[config.mk]
export PLATFORM = sky130hd
export DESIGN_NAME = midi_clock_position_tracker
export DESIGN_NICKNAME = d
export VERILOG_FILES = /design/src/hw/rtl/mcpt_pkg.sv /design/src/hw/rtl/mcpt_front.sv /design/src/hw/rtl/mcpt_queue.sv /design/src/hw/rtl/mcpt_back.sv /design/src/hw/rtl/midi_clock_position_tracker.sv
export SDC_FILE = /design/constraint.sdc
export NUM_CORES = 1
export LEC_CHECK = 0
export BUFFER_PORTS_ARGS = -buffer_cell sky130_fd_sc_hd__buf_2
export CAP_MARGIN = 20
export CORE_MARGIN = 2
export CORE_UTILIZATION = 40
export DETAILED_ROUTE_END_ITERATION = 12
export MAX_ROUTING_LAYER = met4
export PLACE_DENSITY = 0.55
export SLEW_MARGIN = 10
export SYNTH_ARGS = -nofsm -noshare
export SYNTH_HDL_FRONTEND = slang
export SYNTH_SLANG_ARGS = --single-unit
[constraint.sdc]
create_clock -name clock -period 9.8 [get_ports clock]
set_input_delay 1.47 -clock clock [delete_from_list [all_inputs] [get_ports clock]]
set_output_delay 1.47 -clock clock [all_outputs]
set_load 0.05 [all_outputs]
[src/hw/rtl/mcpt_pkg.sv]
// Shared types and constants for the MIDI clock position tracker.
`default_nettype none

package mcpt_pkg;

   localparam int TICK_WIDTH_DEFAULT = 16;
   localparam int BAR_WIDTH_DEFAULT  = 16;

   // MIDI real-time and system common status bytes
   localparam logic [7:0] STATUS_CLOCK = 8'hF8;
   localparam logic [7:0] STATUS_START = 8'hFA;
   localparam logic [7:0] STATUS_STOP  = 8'hFC;
   localparam logic [7:0] STATUS_SPP   = 8'hF2;

   // 60 * 1024, beats per minute scaled by 1024 over milliseconds per beat
   localparam logic [15:0] TEMPO_NUMERATOR = 16'd61440;
   localparam logic [15:0] TEMPO_SATURATED = 16'hFFFF;
   localparam logic [4:0]  LAST_CLOCK_IN_BEAT = 5'd23;
   localparam logic [2:0]  LAST_STEP = 3'd4;

   localparam int DIV_STEPS     = 16;
   localparam int DIV_CNT_WIDTH = $clog2(DIV_STEPS);
   localparam int QUEUE_DEPTH   = 2;

   typedef enum logic [2:0] {
      OP_TICK,
      OP_HOME,
      OP_STOP,
      OP_SPP,
      OP_CLOCK,
      OP_NONE
   } op_type;

   typedef struct packed {
      op_type      op;
      logic [13:0] pos;
   } cmd_type;

   typedef enum logic [1:0] {
      ST_IDLE,
      ST_DIVIDE,
      ST_FINISH
   } back_state_type;

   typedef struct packed {
      logic        stop_seen;
      logic        beat_pulse;
      logic [15:0] tempo_value;
      logic [4:0]  clock_in_beat;
      logic [15:0] bar_number;
      logic [2:0]  beat_number;
      logic [2:0]  sixteenth_step;
   } result_type;

endpackage

`default_nettype wire

[src/hw/rtl/mcpt_front.sv]
// Front end: accepts requests, holds the follow-enable register, classifies messages.
`default_nettype none

module mcpt_front (
   input  wire logic              clock,
   input  wire logic              reset,
   input  wire logic              csr_we,
   input  wire logic              csr_wdata,
   input  wire logic              req_tvalid,
   output logic                   req_tready,
   input  wire logic              req_action,
   input  wire logic [7:0]        req_status,
   input  wire logic [6:0]        req_data_low,
   input  wire logic [6:0]        req_data_high,
   input  wire logic              q_full,
   output logic                   q_push,
   output mcpt_pkg::cmd_type      q_cmd
);
   import mcpt_pkg::*;

   logic follow_ff;
   logic follow_in;

   assign follow_in = csr_we ? csr_wdata : follow_ff;

   always_ff @(posedge clock) begin
      if (reset) begin
         follow_ff <= 1'b1;
      end else begin
         follow_ff <= follow_in;
      end
   end

   assign req_tready = !q_full;
   assign q_push     = req_tvalid && req_tready;

   always_comb begin
      q_cmd.pos = {req_data_high, req_data_low};
      if (!req_action) begin
         q_cmd.op = OP_TICK;
      end else if (!follow_ff) begin
         q_cmd.op = OP_NONE;
      end else begin
         case (req_status)
            STATUS_START: q_cmd.op = OP_HOME;
            STATUS_STOP:  q_cmd.op = OP_STOP;
            STATUS_SPP:   q_cmd.op = OP_SPP;
            STATUS_CLOCK: q_cmd.op = OP_CLOCK;
            default:      q_cmd.op = OP_NONE;
         endcase
      end
   end

endmodule

`default_nettype wire

[src/hw/rtl/mcpt_queue.sv]
// Two-entry command queue between the front end and the back end.
`default_nettype none

module mcpt_queue (
   input  wire logic              clock,
   input  wire logic              reset,
   input  wire logic              push,
   input  wire mcpt_pkg::cmd_type push_cmd,
   output logic                   full,
   input  wire logic              pop,
   output logic                   head_valid,
   output mcpt_pkg::cmd_type      head_cmd
);
   import mcpt_pkg::*;

   localparam int PTR_WIDTH = (QUEUE_DEPTH > 1) ? $clog2(QUEUE_DEPTH) : 1;
   localparam int CNT_WIDTH = $clog2(QUEUE_DEPTH + 1);

   cmd_type                q_mem_ff [QUEUE_DEPTH];
   logic [PTR_WIDTH-1:0]   wr_ptr_ff, wr_ptr_in;
   logic [PTR_WIDTH-1:0]   rd_ptr_ff, rd_ptr_in;
   logic [CNT_WIDTH-1:0]   count_ff, count_in;

   // depth is a power of two, pointers wrap naturally
   assign wr_ptr_in = push ? wr_ptr_ff + 1'b1 : wr_ptr_ff;
   assign rd_ptr_in = pop  ? rd_ptr_ff + 1'b1 : rd_ptr_ff;

   always_comb begin
      count_in = count_ff;
      if (push && !pop) begin
         count_in = count_ff + 1'b1;
      end else if (pop && !push) begin
         count_in = count_ff - 1'b1;
      end
   end

   always_ff @(posedge clock) begin
      if (reset) begin
         wr_ptr_ff <= '0;
         rd_ptr_ff <= '0;
         count_ff  <= '0;
      end else begin
         wr_ptr_ff <= wr_ptr_in;
         rd_ptr_ff <= rd_ptr_in;
         count_ff  <= count_in;
      end
   end

   always_ff @(posedge clock) begin
      if (push) begin
         q_mem_ff[wr_ptr_ff] <= push_cmd;
      end
   end

   assign full       = (count_ff == CNT_WIDTH'(QUEUE_DEPTH));
   assign head_valid = (count_ff != '0);
   assign head_cmd   = q_mem_ff[rd_ptr_ff];

`ifndef SYNTH
   assert property (@(posedge clock) disable iff (reset) push |-> !full)
      else $error("queue overflow");
   assert property (@(posedge clock) disable iff (reset) pop |-> head_valid)
      else $error("queue underflow");
   assert property (@(posedge clock) disable iff (reset)
      count_ff <= CNT_WIDTH'(QUEUE_DEPTH))
      else $error("queue count out of range");
`endif

endmodule

`default_nettype wire

[src/hw/rtl/mcpt_back.sv]
// Back end: position state, iterative tempo divider and response register.
`default_nettype none

module mcpt_back #(
   parameter int TICK_WIDTH = mcpt_pkg::TICK_WIDTH_DEFAULT,
   parameter int BAR_WIDTH  = mcpt_pkg::BAR_WIDTH_DEFAULT
) (
   input  wire logic              clock,
   input  wire logic              reset,
   input  wire logic              q_valid,
   input  wire mcpt_pkg::cmd_type q_cmd,
   output logic                   q_pop,
   output logic                   rsp_tvalid,
   input  wire logic              rsp_tready,
   output mcpt_pkg::result_type   rsp_result
);
   import mcpt_pkg::*;

   back_state_type            state_ff, state_in;
   logic [TICK_WIDTH-1:0]     elapsed_ff, elapsed_in;
   logic [4:0]                phase_ff, phase_in;
   logic [2:0]                step_ff, step_in;
   logic [2:0]                beat_ff, beat_in;
   logic [BAR_WIDTH-1:0]      bar_ff, bar_in;
   logic [15:0]               tempo_ff, tempo_in;
   logic [TICK_WIDTH-1:0]     divisor_ff, divisor_in;
   logic [TICK_WIDTH-1:0]     rem_ff, rem_in;
   logic [15:0]               quo_ff, quo_in;
   logic [DIV_CNT_WIDTH-1:0]  cnt_ff, cnt_in;
   logic                      rsp_valid_ff, rsp_valid_in;
   result_type                result_ff, result_in;

   logic                      slot_free;
   logic                      start_div;
   logic                      load_out;
   logic                      div_step;
   logic                      finish;
   logic [4:0]                phase_inc;
   logic                      phase_wrap;
   logic [TICK_WIDTH:0]       trial;
   logic [TICK_WIDTH:0]       diff;
   logic [BAR_WIDTH+9:0]      spp_bar_ext;
   logic [BAR_WIDTH+15:0]     bar_ext;
   logic [2:0]                step_adv;
   logic [2:0]                beat_adv;

   assign slot_free  = !rsp_valid_ff || rsp_tready;
   assign phase_inc  = (phase_ff == LAST_CLOCK_IN_BEAT) ? 5'd0 : phase_ff + 5'd1;
   assign phase_wrap = (phase_inc == 5'd0);
   assign step_adv   = (step_ff == LAST_STEP) ? 3'd1 : step_ff + 3'd1;
   assign beat_adv   = (beat_ff == LAST_STEP) ? 3'd1 : beat_ff + 3'd1;

   // next state
   always_comb begin
      state_in = state_ff;
      case (state_ff)
         ST_IDLE: begin
            if (start_div) begin
               state_in = ST_DIVIDE;
            end
         end
         ST_DIVIDE: begin
            if (cnt_ff == '0) begin
               state_in = ST_FINISH;
            end
         end
         ST_FINISH: begin
            if (slot_free) begin
               state_in = ST_IDLE;
            end
         end
         default: state_in = ST_IDLE;
      endcase
   end

   // control outputs
   always_comb begin
      q_pop     = 1'b0;
      start_div = 1'b0;
      div_step  = 1'b0;
      finish    = 1'b0;
      case (state_ff)
         ST_IDLE: begin
            q_pop     = q_valid && slot_free;
            start_div = q_valid && slot_free && (q_cmd.op == OP_CLOCK) && phase_wrap;
         end
         ST_DIVIDE: div_step = 1'b1;
         ST_FINISH: finish   = slot_free;
         default: begin
            q_pop = 1'b0;
         end
      endcase
      load_out = (q_pop && !start_div) || finish;
   end

   // restoring divide, one quotient bit per cycle
   assign trial = {rem_ff, quo_ff[15]};
   assign diff  = trial - {1'b0, divisor_ff};
   assign spp_bar_ext = (BAR_WIDTH + 10)'(q_cmd.pos[13:4]);

   always_comb begin
      elapsed_in = elapsed_ff;
      phase_in   = phase_ff;
      step_in    = step_ff;
      beat_in    = beat_ff;
      bar_in     = bar_ff;
      tempo_in   = tempo_ff;
      divisor_in = divisor_ff;
      rem_in     = rem_ff;
      quo_in     = quo_ff;
      cnt_in     = cnt_ff;

      if (q_pop) begin
         case (q_cmd.op)
            OP_TICK: begin
               if (elapsed_ff != '1) begin
                  elapsed_in = elapsed_ff + 1'b1;
               end
            end
            OP_HOME, OP_STOP: begin
               elapsed_in = '0;
               phase_in   = 5'd0;
               step_in    = 3'd1;
               beat_in    = 3'd1;
               bar_in     = BAR_WIDTH'(1);
            end
            OP_SPP: begin
               elapsed_in = '0;
               phase_in   = 5'(q_cmd.pos[1:0]) * 5'd6;
               step_in    = {1'b0, q_cmd.pos[1:0]} + 3'd1;
               beat_in    = {1'b0, q_cmd.pos[3:2]} + 3'd1;
               bar_in     = spp_bar_ext[BAR_WIDTH-1:0] + BAR_WIDTH'(1);
            end
            OP_CLOCK: begin
               phase_in = phase_inc;
               if (phase_inc inside {5'd0, 5'd6, 5'd12, 5'd18}) begin
                  step_in = step_adv;
               end
               if (phase_wrap) begin
                  beat_in = beat_adv;
                  if (beat_ff == LAST_STEP) begin
                     bar_in = bar_ff + BAR_WIDTH'(1);
                  end
                  divisor_in = elapsed_ff;
                  elapsed_in = '0;
                  rem_in     = '0;
                  quo_in     = TEMPO_NUMERATOR;
                  cnt_in     = DIV_CNT_WIDTH'(DIV_STEPS - 1);
               end
            end
            default: begin
               elapsed_in = elapsed_ff;
            end
         endcase
      end

      if (div_step) begin
         if (!diff[TICK_WIDTH]) begin
            rem_in = diff[TICK_WIDTH-1:0];
            quo_in = {quo_ff[14:0], 1'b1};
         end else begin
            rem_in = trial[TICK_WIDTH-1:0];
            quo_in = {quo_ff[14:0], 1'b0};
         end
         cnt_in = cnt_ff - 1'b1;
      end

      if (finish) begin
         tempo_in = (divisor_ff == '0) ? TEMPO_SATURATED : quo_ff;
      end
   end

   assign bar_ext = (BAR_WIDTH + 16)'(bar_in);

   always_comb begin
      result_in.sixteenth_step = step_in;
      result_in.beat_number    = beat_in;
      result_in.bar_number     = bar_ext[15:0];
      result_in.clock_in_beat  = phase_in;
      result_in.tempo_value    = tempo_in;
      result_in.beat_pulse     = finish;
      result_in.stop_seen      = q_pop && (q_cmd.op == OP_STOP);
      if (load_out) begin
         rsp_valid_in = 1'b1;
      end else if (rsp_tready) begin
         rsp_valid_in = 1'b0;
      end else begin
         rsp_valid_in = rsp_valid_ff;
      end
   end

   always_ff @(posedge clock) begin
      if (reset) begin
         state_ff     <= ST_IDLE;
         elapsed_ff   <= '0;
         phase_ff     <= 5'd0;
         step_ff      <= 3'd1;
         beat_ff      <= 3'd1;
         bar_ff       <= BAR_WIDTH'(1);
         tempo_ff     <= '0;
         rsp_valid_ff <= 1'b0;
      end else begin
         state_ff     <= state_in;
         elapsed_ff   <= elapsed_in;
         phase_ff     <= phase_in;
         step_ff      <= step_in;
         beat_ff      <= beat_in;
         bar_ff       <= bar_in;
         tempo_ff     <= tempo_in;
         rsp_valid_ff <= rsp_valid_in;
      end
   end

   always_ff @(posedge clock) begin
      divisor_ff <= divisor_in;
      rem_ff     <= rem_in;
      quo_ff     <= quo_in;
      cnt_ff     <= cnt_in;
      if (load_out) begin
         result_ff <= result_in;
      end
   end

   assign rsp_tvalid = rsp_valid_ff;
   assign rsp_result = result_ff;

`ifndef SYNTH
   assert property (@(posedge clock) disable iff (reset) phase_ff <= LAST_CLOCK_IN_BEAT)
      else $error("clock-in-beat out of range");
   assert property (@(posedge clock) disable iff (reset)
      step_ff != 3'd0 && step_ff <= LAST_STEP && beat_ff != 3'd0 && beat_ff <= LAST_STEP)
      else $error("step or beat out of range");
   assert property (@(posedge clock) disable iff (reset)
      state_ff != ST_FINISH |=> $stable(tempo_ff))
      else $error("tempo changed outside divide finish");
   assert property (@(posedge clock) disable iff (reset)
      state_ff != ST_IDLE |-> !q_pop)
      else $error("command popped while divider busy");
`endif

endmodule

`default_nettype wire

[src/hw/rtl/midi_clock_position_tracker.sv]
// Top level of the MIDI beat clock and song position tracker.
`default_nettype none

// Follows MIDI beat clock: each request is a one millisecond tick (tuser 0)
// or a received MIDI message (tuser 1), and each request yields exactly one
// response carrying the position after it (bar, beat 1..4, sixteenth 1..4,
// clock-in-beat 0..23), the last measured tempo (61440 / ms per beat,
// 65535 when no time elapsed) and the beat-pulse and stop flags. Start and
// stop return to bar 1 beat 1 step 1; song position loads from its 14-bit
// sixteenth count; csr_wdata low disables message following (ticks still
// count). Requests go through a two-entry queue to the back end: ticks and
// most messages are handled directly from idle, while a clock that begins a
// new beat keeps the back end busy through the bit-serial tempo divider
// (start, 16 steps, finish). Response is registered, so the next request is
// taken while a response waits.
module midi_clock_position_tracker #(
   parameter int TICK_WIDTH = mcpt_pkg::TICK_WIDTH_DEFAULT,
   parameter int BAR_WIDTH  = mcpt_pkg::BAR_WIDTH_DEFAULT
) (
   input  wire logic         clock,
   input  wire logic         reset,
   // follow-enable register write
   input  wire logic         csr_we,
   input  wire logic         csr_wdata,
   // request channel
   input  wire logic         req_tvalid,
   output logic              req_tready,
   input  wire logic [23:0]  req_tdata,  // status_byte[7:0], data_low[14:8], data_high[21:15]
   input  wire logic         req_tuser,  // action
   // response channel
   output logic              rsp_tvalid,
   input  wire logic         rsp_tready,
   output logic [47:0]       rsp_tdata,  // sixteenth_step[2:0], beat_number[5:3],
                                         // bar_number[21:6], clock_in_beat[26:22],
                                         // tempo_value[42:27]
   output logic [1:0]        rsp_tuser   // beat_pulse[0], stop_seen[1]
);
   import mcpt_pkg::*;

   logic        q_full;
   logic        q_push;
   cmd_type     push_cmd;
   logic        q_pop;
   logic        q_valid;
   cmd_type     head_cmd;
   result_type  result;

   // classify and enqueue
   mcpt_front u_front (
      .clock         (clock),
      .reset         (reset),
      .csr_we        (csr_we),
      .csr_wdata     (csr_wdata),
      .req_tvalid    (req_tvalid),
      .req_tready    (req_tready),
      .req_action    (req_tuser),
      .req_status    (req_tdata[7:0]),
      .req_data_low  (req_tdata[14:8]),
      .req_data_high (req_tdata[21:15]),
      .q_full        (q_full),
      .q_push        (q_push),
      .q_cmd         (push_cmd)
   );

   // decouples front from a busy divider
   mcpt_queue u_queue (
      .clock      (clock),
      .reset      (reset),
      .push       (q_push),
      .push_cmd   (push_cmd),
      .full       (q_full),
      .pop        (q_pop),
      .head_valid (q_valid),
      .head_cmd   (head_cmd)
   );

   // position update, tempo divide, response register
   mcpt_back #(
      .TICK_WIDTH (TICK_WIDTH),
      .BAR_WIDTH  (BAR_WIDTH)
   ) u_back (
      .clock      (clock),
      .reset      (reset),
      .q_valid    (q_valid),
      .q_cmd      (head_cmd),
      .q_pop      (q_pop),
      .rsp_tvalid (rsp_tvalid),
      .rsp_tready (rsp_tready),
      .rsp_result (result)
   );

   assign rsp_tdata = {5'b0, result.tempo_value, result.clock_in_beat,
                       result.bar_number, result.beat_number, result.sixteenth_step};
   assign rsp_tuser = {result.stop_seen, result.beat_pulse};

endmodule

`default_nettype wire
==> results of run 1 <==
==> metal layers <==
layer  vias to the layer above  part of all wire (%)
li1                       3184                     -
met1                      2991                    50
met2                       111                    46
met3                        14                   3.7
met4                         0                  0.91
met5                         -                     0
==> cell type report <==
type / count / share of cell area, %
Inverter: 36 / 1.26
Tap cell: 319 / 3.71
Clock inverter: 12 / 1.32
Timing Repair Buffer: 85 / 4.19
Clock buffer: 20 / 4.16
Sequential cell: 199 / 49.3
Multi-Input combinational cell: 577 / 36.1
==> kinds of logic after synthesis <==
| kind of cell | count (synthesis) | share of synthesized area (%) |
|---|---|---|
| other cells | 1 | 0.0397 |
| flops | 199 | 56.0 |
| xor+xnor | 41 | 3.88 |
| mux | 29 | 3.28 |
| simple gates | 294 | 16.1 |
| compound gates | 177 | 13.2 |
| fa+ha+maj | 31 | 4.18 |
| buf+inv | 67 | 3.33 |
==> path summary, 6_finish.rpt <==
kind                              start               endpoint  slack [ns]  cells after the start
setup reg to reg      u_back.quo_ff[15]       u_back.rem_ff[0]        6.60                     12
setup / recovery             rsp_tready       u_back.rem_ff[9]        6.34                      9
hold / removal    u_back.elapsed_ff[10]  u_back.divisor_ff[10]        0.49                      0
hold reg to reg   u_back.elapsed_ff[10]  u_back.divisor_ff[10]        0.49                      0
==> cells in the final DEF, fill, tap and decap left out, types with 4 or more instances in the layout <==
cell type  count
a211o_1        4
a211oi_1       5
a21boi_0       4
a21o_1         8
a21oi_1       35
a22o_1         5
a31oi_1       11
and2_1        14
and3_1        10
buf_2         75
buf_4         10
clkbuf_16     17
conb_1         5
dfxtp_1       68
edfxtp_1     131
ha_1          30
inv_1         35
mux2_2         9
mux2i_1       18
nand2_1       60
nand2b_1      10
nand3_1       25
nand3b_1       5
nand4_1        8
nor2_1        75
nor2_2         4
nor2b_1       47
nor3_1         6
nor4_1         7
o21a_1         7
o21ai_0       35
o21ai_1        9
o22a_1        17
or2_2          4
xnor2_1       20
xor2_1        20
==> registers in the layout (all words and copies together) (netlist names), 3 cells and up, named ones only <==
signal and count:
u_back.bar_ff 16, u_back.beat_ff 3, u_back.cnt_ff 4, u_back.divisor_ff 16
u_back.elapsed_ff 16, u_back.phase_ff 5, u_back.quo_ff 16, u_back.rem_ff 16
u_back.rsp_result 45, u_back.step_ff 3, u_back.tempo_ff 16, u_queue.q_mem_ff 34
==> through the flow <==
stage | area (sq um) | worst slack (ns) | std cells | power [uW]
after floorplan | 9470 | 5.13 | 843 | 1750
after global routing | 10700 | 6.12 | 1248 | 2750
after CTS | 10700 | 6.32 | 1248 | 2650
final | 10700 | 6.34 | 1248 | 2620
after detailed placement | 10200 | 5.87 | 1216 | 1940
after global placement | 10200 | 5.89 | 1216 | 1940
==> power by group through the flow <==
stage	clock network, uW	logic (uW)	registers, uW
6_report	701	800	1120
5_1_grt	753	863	1130
4_1_cts	722	810	1120
3_5_place_dp	0	807	1140
3_3_place_gp	0	802	1140
2_1_floorplan	0	326	1420
==> worst max-delay path, stage by stage <==
cell     delay, ns
buf_2         0.07
nor2b_1       0.10
nor4_2        0.23
buf_4         0.27
inv_2         0.16
nor2_1        0.44
nand2_1       0.20
nand2_1       0.10
buf_4         0.46
==> flow_summary.yaml, run 1 <==
routing:
  dr.pass1.iters: 5
  antenna_left: 0
  drt-initial-drc-count: 345
  vias: 6300
  wl_microns: 19300
  viasPerCell: 5.05
  drt-wirelength-per-cell_microns: 15.4
  drc: 0
pwr:
  p_seq_share_pct: 42.7
  power_switching_uw: 1000
  powerDensity_nw_per_um2: 244
  peakVddDrop_uv: 123
  p_leak_uw: 0.00391
  pwr-share-clk_pct: 26.8
  p_int_uw: 1620
  switching_share_pct: 38.2
  pwr-share-comb_pct: 30.6
sta:
  hold_viol_final: 0
  rsz0062_at_grt: "false"
  fin_tns_setup_ns: 0
  setup_viol: 0
  fin_hold_ws_ns: 0.489
  tightestPinTransition_ns: 0.964
  max_freq_mhz: 289
  relSlewSlack_pct: 35.7
  finalCritPeriodShare_pct: 35.3
  slew_violations: 0
  finalClockSkew_ns: 0.0113
  period_minus_slack_ns: 3.46
synth:
  synthMostInstantiatedCell: "edfxtp_1"
  ys.flop_type: "edfxtp_1"
  synth_top_cell_area_share_pct: 41.6
  postSynthAreaPerCell_sq_um: 11.3
  ys_seq_area_share_pct: 56.0
  synth_area_sq_um: 9460
  synth_area_leaders: "edfxtp_1 42%, dfxtp_1 14%, ha_1 4.0%"
  synth_edf_count: 131
  synth-seq-cells: 199
  yosysTopAreaCell: "edfxtp_1"
  ys_warn_count: 0
  ys_types: 82
  syn_inst: 839
  async_flop_share_pct: 0
  synth_common_cells: "131 x edfxtp_1, 75 x nor2_1, 68 x dfxtp_1, 60 x nand2_1, 47 x nor2b_1"
clocking:
  postCtsSetupBuffers: 0
  cts_tree: "done"
  cts_inserted_buffers: 17
  clock-sinks: 199
  cts_max_level: 4
  holdBufCountCts: 0
  clockRootBuffer: "clkbuf_16"
  insertion_delay_ns: 0.43
  cts_buffer_depth: 2
  clk_transition_reported_paths_ns: 0.07
  cts_resized: 0
place:
  place_hpwl_microns: 13100
  place.gp.congestion: 0.830
  portBuffers: 75
die:
  rows: 56
  core_sq_um: 23300
  design.die.area_sq_um: 24900
  initial_utilization_pct: 40.5
  dieHeight_microns: 158
  die_w_microns: 158
  io_pins: 83
final_layout:
  multiInputGateArea_sq_um: 3880
  n_antenna_cell: 0
  syn_to_final_growth_pct: 13.6
  fin_nets: 978
  final-seq-area_sq_um: 5300
  drive_gt1_share_pct: 16.9
  fillers: 2204
  finish.utilization_pct: 46.1
flow_run:
  maxCapViolations: 0
grt:
  grt_pass1_vias: 5936
  top_usage_layer: "met2"
  met3_usage_pct: 3.26
  grt_pass1_wl_microns: 31400
  grt_usage_pct: 16.6
  gr-total-overflow: 0
  grtUsageMet2_pct: 24.5
  antenna_found_initial: 0
  grt_util_met1_pct: 23.6
  grt_max_degree: 55
worst_setup_path:
  cp-start-kind: "input port"
  cp.required_ns: 9.87
  critical_path_class: "in -> reg"
  cp-end-kind: "flop"
  worstPathArrival_ns: 3.52
  crit_path_max_fanout: 36
status:
  status: "finished, final reports clean"
worst_hold_path:
  hp-class: "reg -> reg"
Power figures use the tool's default switching activity.
==> run 2: changes to the inputs <==
==> constraint.sdc (replaced) <==
create_clock -name clock -period 3.2 [get_ports clock]
set_input_delay 0.48 -clock clock [delete_from_list [all_inputs] [get_ports clock]]
set_output_delay 0.48 -clock clock [all_outputs]
set_load 0.05 [all_outputs]
==> run 2 against run 1 <==
  * Critical path depth grew 3
  * Largest power group unchanged
  * Critical endpoint is now u_back.rem_ff[0]
  * Clock skew barely moved
  * Non-clock buffer count is 10 higher
  * Die area did not move
  * Worst setup slack got worse by 6.1 ns
  * Cell area up 0.66%
==> flow_summary.yaml, run 2 (synthesis results as in run 1) <==
sta:
  period_minus_slack_ns: 2.94
  max_freq_mhz: 340
  slew_violations: 0
  relSlewSlack_pct: 47.8
  hold_viol_final: 0
  setup_ws_ns: 0.255
  tightestPinTransition_ns: 0.783
  finalClockSkew_ns: 0.0110
  fin_tns_setup_ns: 0
  setup_viol: 0
  rsz0062_at_grt: "false"
  finalCritPeriodShare_pct: 92.0
clocking:
  cts_inserted_buffers: 17
  clk_transition_reported_paths_ns: 0.08
  insertion_delay_ns: 0.43
  cts_buffer_depth: 2
  postCtsSetupBuffers: 0
  holdBufCountCts: 0
  clockRootBuffer: "clkbuf_16"
  cts_max_level: 4
  clock-sinks: 199
  cts_tree: "done"
place:
  placed_area_sq_um: 10300
  dpl_worst_slack_ns: 0.175
  place.gp.congestion: 0.859
  portBuffers: 75
  place_hpwl_microns: 13500
worst_setup_path:
  worstPathArrival_ns: 3.23
  cp.required_ns: 3.48
  cp-end-kind: "flop"
  crit_path_max_fanout: 21
  cp-start-kind: "flop"
  r2r_slack_ns: 0.26
  critical_path_class: "reg -> reg"
pwr:
  p_leak_uw: 0.00394
  powerDensity_nw_per_um2: 736
  total_power_uw: 7970
  peakVddDrop_uv: 495
grt:
  grt_pass1_vias: 6018
  antenna_found_initial: 0
  gr-total-overflow: 0
  grt_max_degree: 38
  grt_pass1_wl_microns: 31600
  grt_usage_pct: 16.7
final_layout:
  largest_reg_flops: 45
  n_antenna_cell: 0
  layout_commonest_cell: "edfxtp_1"
  design_area_sq_um: 10800
  drive_gt1_share_pct: 17.9
  syn_to_final_growth_pct: 14.4
  mostFrequentLayoutCells: "131 x edfxtp_1, 75 x nor2_1, 75 x buf_2"
  fin_nets: 988
die:
  core_sq_um: 23300
  design.die.area_sq_um: 24900
  dieHeight_microns: 158
  io_pins: 83
  rows: 56
  initial_utilization_pct: 40.5
  die_w_microns: 158
routing:
  vias: 6372
  drc: 0
  wl_microns: 19400
  drt-initial-drc-count: 302
  dr.pass1.iters: 4
  antenna_left: 0
  viasPerCell: 5.07
  drt-wirelength-per-cell_microns: 15.4
worst_hold_path:
  hp-class: "in -> reg"
status:
  status: "finished, final reports clean"
flow_run:
  maxCapViolations: 0
==> run 2: final timing paths <==
check / start / end / depth (start not counted)
setup / recovery: u_back.quo_ff[15] / u_back.rem_ff[0] / 12
setup reg to reg: u_back.quo_ff[15] / u_back.rem_ff[0] / 12
hold reg to reg: u_back.elapsed_ff[14] / u_back.divisor_ff[14] / 0
hold / removal: req_tdata[13] / u_queue.q_mem_ff[0][5] / 1
==> run 2: final cells by class <==
| cell class | instances | area [sq um] |
|---|---|---|
| sequential | 199 | 5300 |
| fill | 2212 | 12500 |
| tap | 319 | 399 |
| multi-input combinational | 577 | 3890 |
| inverter | 36 | 135 |
| clock buffer | 20 | 437 |
| timing repair buffer | 95 | 551 |
| clock inverter | 12 | 114 |
==> run 2: what timing repair did <==
| item | CTS | global route |
|---|---|---|
| endpoints found under the hold margin | 0 | 0 |
| gates resized for setup | 0 | 2 |
| endpoints found under the setup margin | 0 | 11 |
==> run 2: worst max-delay path, cell delays in order (launching register included) <==
cell	delay [ns]
edfxtp_1	0.35
inv_1	0.07
ha_1	0.22
fa_2	0.39
nor2b_4	0.13
o2111ai_1	0.15
a31oi_2	0.23
o21a_2	0.22
a21oi_2	0.09
o311ai_4	0.31
buf_12	0.21
mux2_2	0.34
nor2_1	0.08
==> run 2: per-stage QoR <==
| step | hold WS [ns] | util (%) | std cells |
|---|---|---|---|
| detailed placement | 0.471 | 44.0 | 1226 |
| CTS | 0.208 | 46.3 | 1258 |
| finish | 0.228 | 46.4 | 1258 |
| global placement | 0.466 | 44.0 | 1226 |
| global route | 0.206 | 46.4 | 1258 |
| floorplan | 0.443 | - | 843 |
==> run 2: power by group <==
group	switching, uW	internal, uW
combinational	1850	659
clock	999	1020
sequential	208	3220
==> run 2: layer usage <==
metal	track usage (%)	routed length (microns)	vias up	share of wire, %
met5	-	0	-	0
met4	4.20	184	0	0.95
met3	3.20	647	13	3.3
met2	25.1	8560	116	44
met1	23.3	9970	3037	51
li1	-	-	3206	-
